[config.mk]
export PLATFORM = sky130hd
export DESIGN_NAME = svs_queue
export DESIGN_NICKNAME = d
export VERILOG_FILES = /design/src/svs_pkg.sv /design/src/svs_queue.sv
export SDC_FILE = /design/constraint.sdc
export NUM_CORES = 1
export LEC_CHECK = 0
export ABC_AREA = 1
export BUFFER_PORTS_ARGS = -buffer_cell sky130_fd_sc_hd__buf_2
export CAP_MARGIN = 15
export CORE_MARGIN = 2
export CORE_UTILIZATION = 46
export DETAILED_ROUTE_END_ITERATION = 10
export GPL_TIMING_DRIVEN = 0
export PLACE_DENSITY_LB_ADDON = 0.25
export RECOVER_POWER = 100
export SYNTH_ARGS = -nofsm -noshare
export SYNTH_HDL_FRONTEND = slang
export SYNTH_SLANG_ARGS = --single-unit
[constraint.sdc]
create_clock -name i_clk -period 8.15 [get_ports i_clk]
set_clock_uncertainty 0.05 [all_clocks]
set_input_delay 2.445 -clock i_clk [delete_from_list [all_inputs] [get_ports i_clk]]
set_output_delay 2.445 -clock i_clk [all_outputs]
set_load 0.05 [all_outputs]
[src/svs_pkg.sv]
// sphere voxel stamper package: types, constants, state enums
// no dependencies
package svs_pkg;
    localparam int MAX_XY = 64;
    localparam int MAX_Z = 32;
    localparam int XW = $clog2(MAX_XY);
    localparam int ZW = (MAX_Z > 1) ? $clog2(MAX_Z) : 1;
    localparam int AW = 2 * XW;
    localparam int DEPTH = MAX_XY * MAX_XY;
    localparam int QDEPTH = 2;

    localparam logic [1:0] CMD_STAMP = 2'd0;
    localparam logic [1:0] CMD_READ  = 2'd1;
    localparam logic [1:0] CMD_CLEAR = 2'd2;
    localparam logic [1:0] CMD_NONE  = 2'd3;

    localparam logic REG_SIZE_XY = 1'b0;
    localparam logic REG_SIZE_Z  = 1'b1;

    typedef struct packed {
        logic [1:0] command;
        logic [5:0] ctr_x;
        logic [5:0] ctr_y;
        logic [4:0] ctr_z;
        logic [5:0] radius;
        logic [5:0] probe_x;
        logic [5:0] probe_y;
        logic [4:0] probe_z;
    } t_req;

    typedef struct packed {
        logic voxel_value;
        logic out_of_range;
    } t_rsp;

    typedef enum logic [1:0] {
        OP_STAMP,
        OP_READ,
        OP_CLEAR,
        OP_NOP
    } t_op;

    // classified job passed from front to back
    typedef struct packed {
        t_op          op;
        logic [XW-1:0] x0;
        logic [XW-1:0] x1;
        logic [XW-1:0] y0;
        logic [XW-1:0] y1;
        logic [XW-1:0] cx;
        logic [XW-1:0] cy;
        logic [ZW-1:0] cz;
        logic [6:0]    r;
        logic [ZW-1:0] z0;
        logic [ZW-1:0] z1;
        logic          oor;
    } t_job;

    typedef enum logic [2:0] {
        BK_IDLE,
        BK_RD,
        BK_CALC,
        BK_WR,
        BK_READ,
        BK_CLEAR,
        BK_DONE
    } t_bk_state;
endpackage

[src/svs_queue.sv]
// short job queue between front and back end
// depends on svs_pkg
module svs_queue import svs_pkg::*; (
    input  logic i_clk,
    input  logic i_rst_n,
    input  logic i_push,
    input  t_job i_job,
    input  logic i_pop,
    output t_job o_job,
    output logic o_empty,
    output logic o_full
);
    t_job r_mem [QDEPTH];
    logic r_wp, r_rp;
    logic [1:0] r_cnt;

    always_ff @(posedge i_clk) begin
        if (i_push) r_mem[r_wp] <= i_job;
    end

    always_ff @(posedge i_clk) begin
        if (!i_rst_n) begin
            r_wp  <= 1'b0;
            r_rp  <= 1'b0;
            r_cnt <= '0;
        end else begin
            if (i_push) r_wp <= ~r_wp;
            if (i_pop)  r_rp <= ~r_rp;
            r_cnt <= r_cnt + 2'(i_push) - 2'(i_pop);
        end
    end

    assign o_job   = r_mem[r_rp];
    assign o_empty = (r_cnt == '0);
    assign o_full  = (r_cnt == 2'(QDEPTH));
endmodule

==> flow_metrics.py <==
metrics = {
    "synthesis": {
        "synth_largest_area_cell": "edfxtp_1",
        "synth-edff-count": 122,
        "yosysWarnings": 0,
        "yosys_register_bits": 127,
        "syn_nets": 290,
        "syn_area_per_cell_um2": 22.1,
        "synthTopCellsByCount": "122 x edfxtp_1, 60 x mux2_4, 9 x nor2_1",
        "synth_ff_type": "edfxtp_1",
        "synth_area_leaders": "edfxtp_1 74%, mux2_4 18%, buf_12 2.4%, dfxtp_1 2.0%, nor2_1 0.68%",
        "yosysMostFrequentCell": "edfxtp_1",
        "synthCells": 223,
        "synth.distinct_cells": 12,
        "yosysTopAreaCellShare_pct": 74.3,
        "yosysSeqAreaShare_pct": 76.3,
        "async_flop_share_pct": 0,
        "netlist_area_mm2": 0.00493,
    },
    "clocking": {
        "cts_max_level": 4,
        "hold_buffers": 0,
        "clk_path_buf_depth": 2,
        "cts_tree": "built",
        "cts_buffers": 17,
        "clk_pin_slew_ns": 0.06,
        "cts-root-buf": "clkbuf_8",
        "cts.sinks": 127,
        "cts_setup_buffers": 0,
        "post_cts_resized": 0,
        "clock_latency_ns": 0.50,
    },
    "placement": {
        "hpwl_mm": 5.35,
        "place.gp.congestion": 0.684,
        "placed_cell_area_mm2": 0.00581,
        "preCtsSetupSlack_ns": 4.28,
        "portBuffers": 127,
    },
    "pwr": {
        "p_per_area_mw_per_mm2": 283,
        "pwr-share-clk_pct": 42.4,
        "swShare_pct": 23.8,
        "power_frac_comb_pct": 13.4,
        "p_int_uw": 1320,
        "seqPwrFrac_pct": 44.2,
        "p_total_uw": 1740,
        "p_leak_uw": 0.00230,
        "peakVddDrop_v": 0.000136,
        "power.net_switching_uw": 413,
    },
    "flow_run": {
        "maxCapViolations": 2,
    },
    "run_status": {
        "status": "finished with violations",
        "violations": "max-capacitance violations, max-slew violations",
    },
    "timing": {
        "period_share_pct": 62.1,
        "setup-tns-final_ns": 0,
        "finalHoldViolations": 0,
        "rsz0062_at_grt": "false",
        "fmaxAchievable_mhz": 198,
        "setup_ws_ns": 3.09,
        "worstMarginPinSlew_ns": 1.89,
        "fin_crit_ns": 5.06,
        "setup_viol": 0,
        "timing.slew.headroom_pct": -25.7,
        "slew_violations": 63,
    },
    "setup_path": {
        "cp_max_fo": 10,
        "cp.required_ns": 5.66,
        "worstSetupStartpointType": "flip-flop",
        "endpoint_kind": "primary output",
        "crit_type": "reg2out",
        "crit_arrival_ns": 2.57,
    },
    "global_routing": {
        "grt_max_degree": 34,
        "grt_overflow": 0,
        "antenna_found_initial": 0,
        "grtUsageTotal_pct": 14.1,
        "grt_pass1_vias": 2488,
        "grt_pass1_wl_mm": 12.1,
    },
    "route": {
        "routed_wirelength_mm": 7.90,
        "drtIter0Drc": 72,
        "via_per_inst": 4.64,
        "wl_per_cell_um": 15.2,
        "antenna_left": 0,
        "vias": 2418,
        "drc": 0,
        "drt_first_pass_iters": 4,
    },
    "floorplan": {
        "die_y_um": 108,
        "start_util_pct": 47.6,
        "design.die.area_mm2": 0.0116,
        "io_pins": 128,
        "rows": 37,
        "core_region_area_mm2": 0.0104,
        "fp.dieW_um": 108,
    },
    "layout": {
        "final_nets": 439,
        "fin_area_mm2": 0.00613,
        "diodes": 0,
        "drive_gt1_share_pct": 33.5,
        "area_delta_synth_final_pct": 24.3,
    },
    "hold_path": {
        "hold_path.class": "reg2reg",
    },
}
-- critical path, cell delays in order, from the launching register on --
cell      delay, ns
dfxtp_1        0.30
clkbuf_1       0.32
clkbuf_1       0.67
mux2_4         0.28
clkbuf_1       0.51
-- per-stage QoR --
step                      hold WS, ns  instances  util (%)
final                           0.458        521      59.1
after global routing            0.497        521      59.1
after CTS                       0.487        521      61.7
after detailed placement        0.474        489      56.0
after global placement          0.426        486      55.3
after floorplan                 0.413        223         -
-- logic make-up (layout without fill, tap and decap cells) --
| kind of cell | after synthesis | after routing | share of synthesized area (%) |
|---|---|---|---|
| muxes | 61 | 61 | 18.5 |
| buffers and inverters | 14 | 176 | 3.20 |
| adders and majority gates | 2 | 2 | 0.507 |
| DFF | 127 | 127 | 76.3 |
| and+or+nand+nor | 18 | 18 | 1.40 |
| AOI/OAI and AO/OA | 1 | 1 | 0.101 |
-- power by group through the flow --
stage	sequential (µW)	clock (µW)	combinational, µW
6_report	766	736	233
5_1_grt	769	787	247
4_1_cts	766	754	258
3_5_place_dp	779	0	257
3_3_place_gp	780	0	249
2_1_floorplan	778	0	197
-- final cells by class --
cell class / instances / area, µm²
Tap cell: 136 / 170
Inverter: 7 / 26.3
Timing Repair Buffer: 130 / 541
Fill cell: 871 / 4240
Buffer: 7 / 26.3
Sequential cell: 127 / 3760
Multi-Input combinational cell: 82 / 1010
Clock buffer: 26 / 488
Clock inverter: 6 / 106
-- routing by layer --
metal | vias to the layer above | GRT usage, % | wire length (µm)
li1 | 1158 | - | -
met2 | 79 | 23.2 | 4060
met1 | 1168 | 16.6 | 3190
met3 | 13 | 5.08 | 493
met4 | 0 | 6.50 | 158
met5 | - | 0 | 0
-- final timing paths --
check,from,endpoint,slack (ns),cells after the start
worst max-delay path,flip-flop,o_job[50],3.09,4
worst min-delay path,r_wp,r_wp,0.46,2
worst max register to register,r_wp,r_mem[1][50],4.99,3
worst min register to register,r_wp,r_wp,0.46,2
-- flip-flops by register name, summed over array words and instances (netlist names), named ones only --
signal and cells:
r_cnt 2, r_mem 122, r_rp 1, r_wp 1
-- cells in the final DEF (no fill, tap or decap) --
master and n:
dfxtp_1 5, mux2_2 1, mux2_4 60, bufinv_16 3, ha_1 2, nand3_1 1, nor2_1 9, clkbuf_16 16
clkbuf_1 100, inv_1 7, clkinv_2 1, clkinvlp_4 1, clkbuf_8 5, a21oi_1 1, nand2_1 8, edfxtp_1 122
buf_2 42, clkinv_1 1
No activity file was read; power rests on OpenSTA's default activity.
