## src/svs_pkg.sv

```systemverilog
// sphere voxel stamper package: types, constants, state enums
// no dependencies
package svs_pkg;
    localparam int MAX_XY = 64;
    localparam int MAX_Z = 32;
    localparam int XW = $clog2(MAX_XY);
    localparam int ZW = (MAX_Z > 1) ? $clog2(MAX_Z) : 1;
    localparam int AW = 2 * XW;
    localparam int DEPTH = MAX_XY * MAX_XY;
    localparam int QDEPTH = 2;

    localparam logic [1:0] CMD_STAMP = 2'd0;
    localparam logic [1:0] CMD_READ  = 2'd1;
    localparam logic [1:0] CMD_CLEAR = 2'd2;
    localparam logic [1:0] CMD_NONE  = 2'd3;

    localparam logic REG_SIZE_XY = 1'b0;
    localparam logic REG_SIZE_Z  = 1'b1;

    typedef struct packed {
        logic [1:0] command;
        logic [5:0] ctr_x;
        logic [5:0] ctr_y;
        logic [4:0] ctr_z;
        logic [5:0] radius;
        logic [5:0] probe_x;
        logic [5:0] probe_y;
        logic [4:0] probe_z;
    } t_req;

    typedef struct packed {
        logic voxel_value;
        logic out_of_range;
    } t_rsp;

    typedef enum logic [1:0] {
        OP_STAMP,
        OP_READ,
        OP_CLEAR,
        OP_NOP
    } t_op;

    // classified job passed from front to back
    typedef struct packed {
        t_op          op;
        logic [XW-1:0] x0;
        logic [XW-1:0] x1;
        logic [XW-1:0] y0;
        logic [XW-1:0] y1;
        logic [XW-1:0] cx;
        logic [XW-1:0] cy;
        logic [ZW-1:0] cz;
        logic [6:0]    r;
        logic [ZW-1:0] z0;
        logic [ZW-1:0] z1;
        logic          oor;
    } t_job;

    typedef enum logic [2:0] {
        BK_IDLE,
        BK_RD,
        BK_CALC,
        BK_WR,
        BK_READ,
        BK_CLEAR,
        BK_DONE
    } t_bk_state;
endpackage

```

## src/svs_front.sv

```systemverilog
// front end: clamps sizes, clips bounding box, classifies requests
// depends on svs_pkg
module svs_front import svs_pkg::*; (
    input  logic       i_clk,
    input  logic       i_rst_n,
    input  logic       i_cfg_valid,
    input  logic       i_cfg_index,
    input  logic [6:0] i_cfg_data,
    input  t_req       i_req,
    output t_job       o_job
);
    logic [6:0] r_size_xy;
    logic [5:0] r_size_z;
    logic [6:0] sxy;
    logic [5:0] sz;
    logic signed [8:0] lo_x, hi_x, lo_y, hi_y, lo_z, hi_z;
    logic [6:0] px, py;
    logic [5:0] pz;

    always_ff @(posedge i_clk) begin
        if (!i_rst_n) begin
            r_size_xy <= 7'(MAX_XY);
            r_size_z  <= 6'(MAX_Z);
        end else if (i_cfg_valid) begin
            if (i_cfg_index == REG_SIZE_XY) r_size_xy <= i_cfg_data;
            else r_size_z <= i_cfg_data[5:0];
        end
    end

    always_comb begin
        sxy = (r_size_xy == '0) ? 7'd1 : (r_size_xy > 7'(MAX_XY)) ? 7'(MAX_XY) : r_size_xy;
        sz  = (r_size_z == '0) ? 6'd1 : (r_size_z > 6'(MAX_Z)) ? 6'(MAX_Z) : r_size_z;
        lo_x = $signed({3'b0, i_req.ctr_x}) - $signed({3'b0, i_req.radius});
        hi_x = $signed({3'b0, i_req.ctr_x}) + $signed({3'b0, i_req.radius});
        lo_y = $signed({3'b0, i_req.ctr_y}) - $signed({3'b0, i_req.radius});
        hi_y = $signed({3'b0, i_req.ctr_y}) + $signed({3'b0, i_req.radius});
        lo_z = $signed({4'b0, i_req.ctr_z}) - $signed({3'b0, i_req.radius});
        hi_z = $signed({4'b0, i_req.ctr_z}) + $signed({3'b0, i_req.radius});
        if (lo_x < 0) lo_x = '0;
        if (lo_y < 0) lo_y = '0;
        if (lo_z < 0) lo_z = '0;
        if (hi_x > $signed({2'b0, sxy}) - 9'sd1) hi_x = $signed({2'b0, sxy}) - 9'sd1;
        if (hi_y > $signed({2'b0, sxy}) - 9'sd1) hi_y = $signed({2'b0, sxy}) - 9'sd1;
        if (hi_z > $signed({3'b0, sz}) - 9'sd1) hi_z = $signed({3'b0, sz}) - 9'sd1;
        px = {1'b0, i_req.probe_x};
        py = {1'b0, i_req.probe_y};
        pz = {1'b0, i_req.probe_z};

        o_job = '0;
        case (i_req.command)
            CMD_STAMP: begin
                // empty box becomes a no-op
                o_job.op = (lo_x > hi_x || lo_y > hi_y || lo_z > hi_z) ? OP_NOP : OP_STAMP;
            end
            CMD_READ:  o_job.op = OP_READ;
            CMD_CLEAR: o_job.op = OP_CLEAR;
            default:   o_job.op = OP_NOP;
        endcase
        o_job.x0  = lo_x[XW-1:0];
        o_job.x1  = hi_x[XW-1:0];
        o_job.y0  = lo_y[XW-1:0];
        o_job.y1  = hi_y[XW-1:0];
        o_job.z0  = lo_z[ZW-1:0];
        o_job.z1  = hi_z[ZW-1:0];
        o_job.cx  = i_req.ctr_x[XW-1:0];
        o_job.cy  = i_req.ctr_y[XW-1:0];
        o_job.cz  = i_req.ctr_z[ZW-1:0];
        o_job.r   = {1'b0, i_req.radius};
        o_job.oor = (px >= sxy) || (py >= sxy) || (pz >= sz);
        if (i_req.command == CMD_READ) begin
            o_job.x0 = i_req.probe_x[XW-1:0];
            o_job.y0 = i_req.probe_y[XW-1:0];
            o_job.z0 = i_req.probe_z[ZW-1:0];
        end
    end
endmodule

```

## config.mk

```make
export PLATFORM = sky130hd
export DESIGN_NAME = svs_front
export DESIGN_NICKNAME = d
export VERILOG_FILES = /design/src/svs_pkg.sv /design/src/svs_front.sv
export SDC_FILE = /design/constraint.sdc
export NUM_CORES = 1
export LEC_CHECK = 0
export ABC_AREA = 1
export ABC_CLOCK_PERIOD_IN_PS = 4950
export BUFFER_PORTS_ARGS = -buffer_cell sky130_fd_sc_hd__buf_2
export CAP_MARGIN = 10
export CORE_MARGIN = 2
export CORE_UTILIZATION = 50
export DETAILED_ROUTE_END_ITERATION = 6
export HOLD_SLACK_MARGIN = 0.08
export PLACE_DENSITY = 0.79
export SYNTH_ARGS = -nofsm -noshare
export SYNTH_HDL_FRONTEND = slang
export SYNTH_SLANG_ARGS = --single-unit
```

## constraint.sdc

```tcl
create_clock -name i_clk -period 4.95 [get_ports i_clk]
set_input_delay 0.99 -clock i_clk [delete_from_list [all_inputs] [get_ports i_clk]]
set_output_delay 0.99 -clock i_clk [all_outputs]
set_load 0.01 [all_outputs]
```

==> results of run 1 <==
## sequential cells by signal, summed over array words and instances, names as in the netlist
name and cells:
r_size_z 6, r_size_xy 7
## routing by layer
metal	vias up	track usage, %	part of all wire [%]
li1	2619	-	-
met1	2335	37.4	42
met2	229	55.5	48
met3	59	3.08	5.7
met4	2	13.7	4.1
met5	-	0	0.085
## what timing repair did
item,4_1_cts,5_1_grt
hold buffers,0,0
gates resized for setup,18,24
pin swaps,20,26
setup endpoints to repair,4,9
buffers inserted,22,5
## how the worst min path moves through the flow
| stage | start | to | slack, ns |
|---|---|---|---|
| final | r_size_xy[3] | r_size_xy[3] | 0.50 |
| after global routing | r_size_xy[3] | r_size_xy[3] | 0.52 |
| after CTS | r_size_xy[3] | r_size_xy[3] | 0.50 |
| after detailed placement | r_size_xy[3] | r_size_xy[3] | 0.49 |
| after global placement | r_size_z[4] | r_size_z[4] | 0.48 |
| after floorplan | r_size_xy[3] | r_size_xy[3] | 0.46 |
## report_power, final
| part | total [mW] | internal (mW) | switching [mW] |
|---|---|---|---|
| clock network | 0.0909 | 0.0566 | 0.0343 |
| registers | 0.118 | 0.112 | 0.00613 |
| logic | 1.08 | 0.505 | 0.570 |
| total | 1.28 | 0.674 | 0.611 |
## per-stage QoR
stage / hold slack, ns / utilization (%) / std cells / power, mW
after detailed placement: 0.489 / 69.2 / 987 / 1.07
after global placement: 0.482 / 69.2 / 987 / 1.04
after CTS: 0.496 / 73.0 / 1013 / 1.21
final: 0.497 / 74.5 / 1018 / 1.28
after floorplan: 0.457 / - / 675 / 0.664
after global routing: 0.525 / 74.5 / 1018 / 1.40
## worst reg2reg max path, delay by kind of cell, from the launching register on
kind,cells,cell delay (ns)
compound gates,1,0.18
buf+inv,1,0.14
flops,1,0.31
simple gates,1,0.06
## final cells by class
class / instances / share of cell area [%]
clock buffer: 4 / 0.739
multi-input combinational: 512 / 56.8
inverter: 118 / 7.41
tap: 105 / 2.16
timing repair buffer: 266 / 28.6
sequential: 13 / 4.27
## Yosys cell counts (all sizes together) (3+ instances only)
master	count
o221ai	3
nand4	8
nor2	80
o21a	9
nand3	31
a21oi	38
a21boi	3
nor3	4
o21ai	44
ha	86
clkbuf	3
nand2	164
o21bai	3
fa	6
buf	29
xor2	10
dfxtp	13
xnor2	3
inv	117
## cell families after synthesis
family | after synthesis | synth area share (%)
simple gates | 294 | 29.6
buf+inv | 150 | 16.3
compound gates | 111 | 16.0
other cells | 2 | 0.179
xor+xnor | 13 | 3.08
fa+ha+maj | 92 | 28.6
flops | 13 | 6.22
==> results.json, run 1 <==
{
  "status": "finished, violations left",
  "violations": "negative setup slack",
  "via_count": 5244,
  "drtIter0Drc": 316,
  "ys_types": 49,
  "yosysTopAreaCell": "ha_1",
  "r2r_cells": 3,
  "drc": 0,
  "globalplace.congestion": 0.964,
  "drt_wl_total_mm": 14.1,
  "hp-class": "reg -> reg",
  "hold_viol_final": 0,
  "min_period_over_period_pct": 121,
  "critical-path-max-stage-delay_ns": 0.42,
  "multiInputGateArea_mm2": 0.00346,
  "final_nets": 1059,
  "dp_hpwl_mm": 11.2,
  "crit_path_start": "i_req[17]",
  "crit_path_end_kind": "output port",
  "syn_inst": 675,
  "grt_max_degree": 23,
  "tritoncts": "yes",
  "path_buf_inv": 7,
  "wl_per_cell_um": 13.9,
  "chipHeight_um": 95.5,
  "cp_slowest_cell": "fa_2",
  "ctsLongestPathBuffers": 2,
  "cp_top_family": "simple AND/OR/NAND/NOR gates",
  "antenna_found_initial": 1,
  "worstPathArrival_ns": 4.99,
  "antenna_cells": 0,
  "crit_type": "in -> out",
  "p_leak_nw": 3.56,
  "fillers": 638,
  "fp-row-count": 33,
  "holdPathStages": 2,
  "ios": 114,
  "required_ns": 3.96,
  "layout_common_cells": "153 x buf_4, 147 x nand2_1, 109 x buf_2",
  "vias_per_cell": 5.15,
  "coreArea_mm2": 0.00818,
  "fp.dieArea_mm2": 0.00912,
  "p_per_area_mw_per_mm2": 211,
  "path_depth": 33,
  "ys.flop_type": "dfxtp_1",
  "clk_latency_ns": 0.24,
  "ys_seq_area_share_pct": 6.22,
  "finClkSkew_ns": 0,
  "avgSynthCellArea_um2": 6.20,
  "fmaxAchievable_mhz": 167,
  "synth_nets": 820,
  "worstSetupStartpointType": "input pin",
  "drtPass1Iterations": 6,
  "drive_gt1_share_pct": 38.8,
  "cts_buffers": 3,
  "grt_pass1_vias": 5115,
  "setup_violations": 2,
  "grt_first_pass_wirelength_mm": 22.7,
  "htree_num_levels": 1,
  "yosys_warnings": 0,
  "cp_common_cell": "nand2_1",
  "rsz0062_at_grt": "true",
  "ff_latch_area_um2": 260,
  "ys_seq_elements": 13,
  "synth_top_area_share_pct": 25.7,
  "maxSlewViolCount": 0,
  "port_buffers": 112,
  "area_growth_pct": 45.5,
  "grt_usage_pct": 31.0,
  "start_util_pct": 51.2,
  "stdcell_area_mm2": 0.00609,
  "layout_commonest_cell": "buf_4",
  "clock-sinks": 13,
  "cap_violations": 0,
  "antenna_left": 0,
  "crit_fanout": 8,
  "timing.rr.start": "r_size_xy[1]",
  "reg2reg_to": "r_size_xy[1]",
  "netlist_area_mm2": 0.00419,
  "fin_ws_ns": -1.03,
  "min_period_ns": 5.98,
  "fin_setup_tns_ns": -2.03,
  "dp_worst_setup_slack_ns": -1.05,
  "path_clk_slew_ns": 0.05,
  "reg2reg_slack_ns": 4.15,
  "ys_top_cells_by_area": "ha_1 26%, nand2_1 14%, inv_1 9.4%",
  "synth_edf_count": 0,
  "synth_async_sr_flop_share_pct": 0,
  "die_width_um": 95.5,
  "critical_path.endpoint": "o_job[60]",
  "placedInstanceArea_mm2": 0.00566,
  "ir_drop_mv": 0.187,
  "grt-ovfl-total": 0,
  "cts_root_buf": "clkbuf_8"
}
(Power assumes the default switching activity.)
==> run 2, diff against run 1 <==
--- a/config.mk
+++ b/config.mk
@@ -6,7 +6,6 @@
 export NUM_CORES = 1
 export LEC_CHECK = 0
 export ABC_AREA = 1
-export ABC_CLOCK_PERIOD_IN_PS = 4950
 export BUFFER_PORTS_ARGS = -buffer_cell sky130_fd_sc_hd__buf_2
 export CAP_MARGIN = 10
 export CORE_MARGIN = 2
@@ -17,3 +16,4 @@
 export SYNTH_ARGS = -nofsm -noshare
 export SYNTH_HDL_FRONTEND = slang
 export SYNTH_SLANG_ARGS = --single-unit
+export TNS_END_PERCENT = 1
==> results.json, run 2 (synthesized netlist as in run 1, its figures left out) <==
{
  "grt_first_pass_wirelength_mm": 21.1,
  "required_ns": 3.96,
  "ir_drop_mv": 0.169,
  "fin_ws_ns": -0.916,
  "largest_reg_flops": 7,
  "p_int_mw": 0.698,
  "final_nets": 1049,
  "p_leak_nw": 3.52,
  "grt_max_degree": 24,
  "fmaxAchievable_mhz": 170,
  "fp.dieArea_mm2": 0.00912,
  "clkPwrFrac_pct": 7.0,
  "p_per_area_mw_per_mm2": 219,
  "min_period_over_period_pct": 118,
  "grt_pass1_vias": 4775,
  "rsz0062_at_grt": "true",
  "ctsLongestPathBuffers": 2,
  "worstMarginPinSlew_ns": 0.697,
  "die_width_um": 95.5,
  "ff_latch_area_um2": 260,
  "maxSlewViolCount": 0,
  "worstSetupStartpointType": "input pin",
  "wl_per_cell_um": 14.4,
  "layout_commonest_cell": "nand2_1",
  "worstPathArrival_ns": 4.88,
  "multiInputGateArea_mm2": 0.00357,
  "drtPass1Iterations": 5,
  "crit_type": "in -> out",
  "ios": 114,
  "chipHeight_um": 95.5,
  "netSwitchingPower_mw": 0.647,
  "setup_violations": 2,
  "cts_buffers": 3,
  "cap_violations": 0,
  "status": "finished, violations left",
  "grt-ovfl-total": 0,
  "fp-row-count": 33,
  "antenna_left": 0,
  "p_sw_share_pct": 48.1,
  "critical-path-max-stage-delay_ns": 0.37,
  "top_regs": "r_size_xy x7, r_size_z x6",
  "combPwrFrac_pct": 84.3,
  "start_util_pct": 51.2,
  "clk_latency_ns": 0.24,
  "fin_setup_tns_ns": -1.83,
  "htree_num_levels": 1,
  "drtIter0Drc": 330,
  "reg2reg_slack_ns": 4.17,
  "crit_fanout": 8,
  "hold_viol_final": 0,
  "regMostFlops": "r_size_xy",
  "port_buffers": 112,
  "path_clk_slew_ns": 0.05,
  "fillers": 633,
  "dp_hpwl_mm": 11.1,
  "via_count": 5328,
  "layout_common_cells": "143 x nand2_1, 135 x buf_4, 110 x buf_2",
  "vias_per_cell": 5.29,
  "antenna_found_initial": 0,
  "tritoncts": "yes",
  "drive_gt1_share_pct": 39.8,
  "fin_util_pct": 75.2,
  "drt_wl_total_mm": 14.5,
  "pwr-share-seq_pct": 8.8,
  "area_growth_pct": 46.8,
  "antenna_cells": 0,
  "finalPower_mw": 1.34,
  "hp-class": "reg -> reg",
  "relSlewSlack_pct": 53.2,
  "min_period_ns": 5.87,
  "clock-sinks": 13,
  "coreArea_mm2": 0.00818,
  "grt_usage_pct": 28.9,
  "drc": 0,
  "finClkSkew_ns": 0,
  "violations": "negative setup slack",
  "globalplace.congestion": 0.931,
  "crit_path_end_kind": "output port",
  "cts_root_buf": "clkbuf_8",
  "cp_slowest_cell": "fa_2"
}
[run 2: changes by cell type in the layout (fill, tap and decap cells not counted), sizes merged]
| cell | delta |
|---|---|
| buf | -11 |
| nand2 | +1 |
[run 2: routing by layer]
metal / part of all wire [%] / up-vias / GRT usage [%] / wire (um)
met4: 2.9 / 0 / 6.43 / 421
li1: - / 2602 / - / -
met5: 0 / - / 0 / 0
met1: 43 / 2405 / 37.2 / 6220
met2: 49 / 263 / 53.4 / 7060
met3: 5.7 / 58 / 0.791 / 830
[run 2: final cells by class]
type                    count  share of cell area [%]
flip-flops and latches     13                    4.23
repair buffers            255                    27.5
clock buffers               4                   0.733
well taps                 105                    2.14
multi-input cells         513                    58.1
inverters                 118                    7.35
[run 2: worst max-delay path: cells and delay by family]
kind                       cells  cell delay (ns)
xor gates and xnor gates       1             0.17
adders and majority gates      3             0.97
AOI/OAI and AO/OA              5             0.75
buffers and inverters          6             0.73
and+or+nand+nor               12             1.24
[run 2: what timing repair did]
action                                  CTS  global route
endpoints found under the setup margin    2             4
hold buffers                              0             0
pin swaps                                34            51
buffers inserted                         13             7
resized for setup                        24            46
cloned                                    1             0
[run 2: power by group through the flow]
| stage | clock network, mW | registers (mW) | logic [mW] |
|---|---|---|---|
| floorplan | 0 | 0.118 | 0.543 |
| global placement | 0 | 0.119 | 0.911 |
| detailed placement | 0 | 0.120 | 0.945 |
| CTS | 0.0946 | 0.118 | 1.01 |
| global route | 0.0998 | 0.119 | 1.23 |
| finish | 0.0937 | 0.118 | 1.13 |
[run 2: path summary, 6_finish.rpt]
path / from / to / cells after the start
worst max-delay path: i_req[18] / o_job[60] / 27
worst min-delay path: r_size_xy[0] / r_size_xy[0] / 2
worst max register to register: r_size_xy[4] / r_size_xy[4] / 3
worst min register to register: r_size_xy[0] / r_size_xy[0] / 2
[run 2: through the flow]
stage | area, um^2 | hold WS (ns) | setup WS, ns | cells
final | 6150 | 0.499 | -0.916 | 1008
after global routing | 6150 | 0.526 | -1.06 | 1008
after CTS | 5880 | 0.503 | -0.714 | 1001
after detailed placement | 5620 | 0.496 | -0.934 | 983
after global placement | 5620 | 0.484 | -0.846 | 983
after floorplan | 4240 | 0.457 | -0.225 | 675
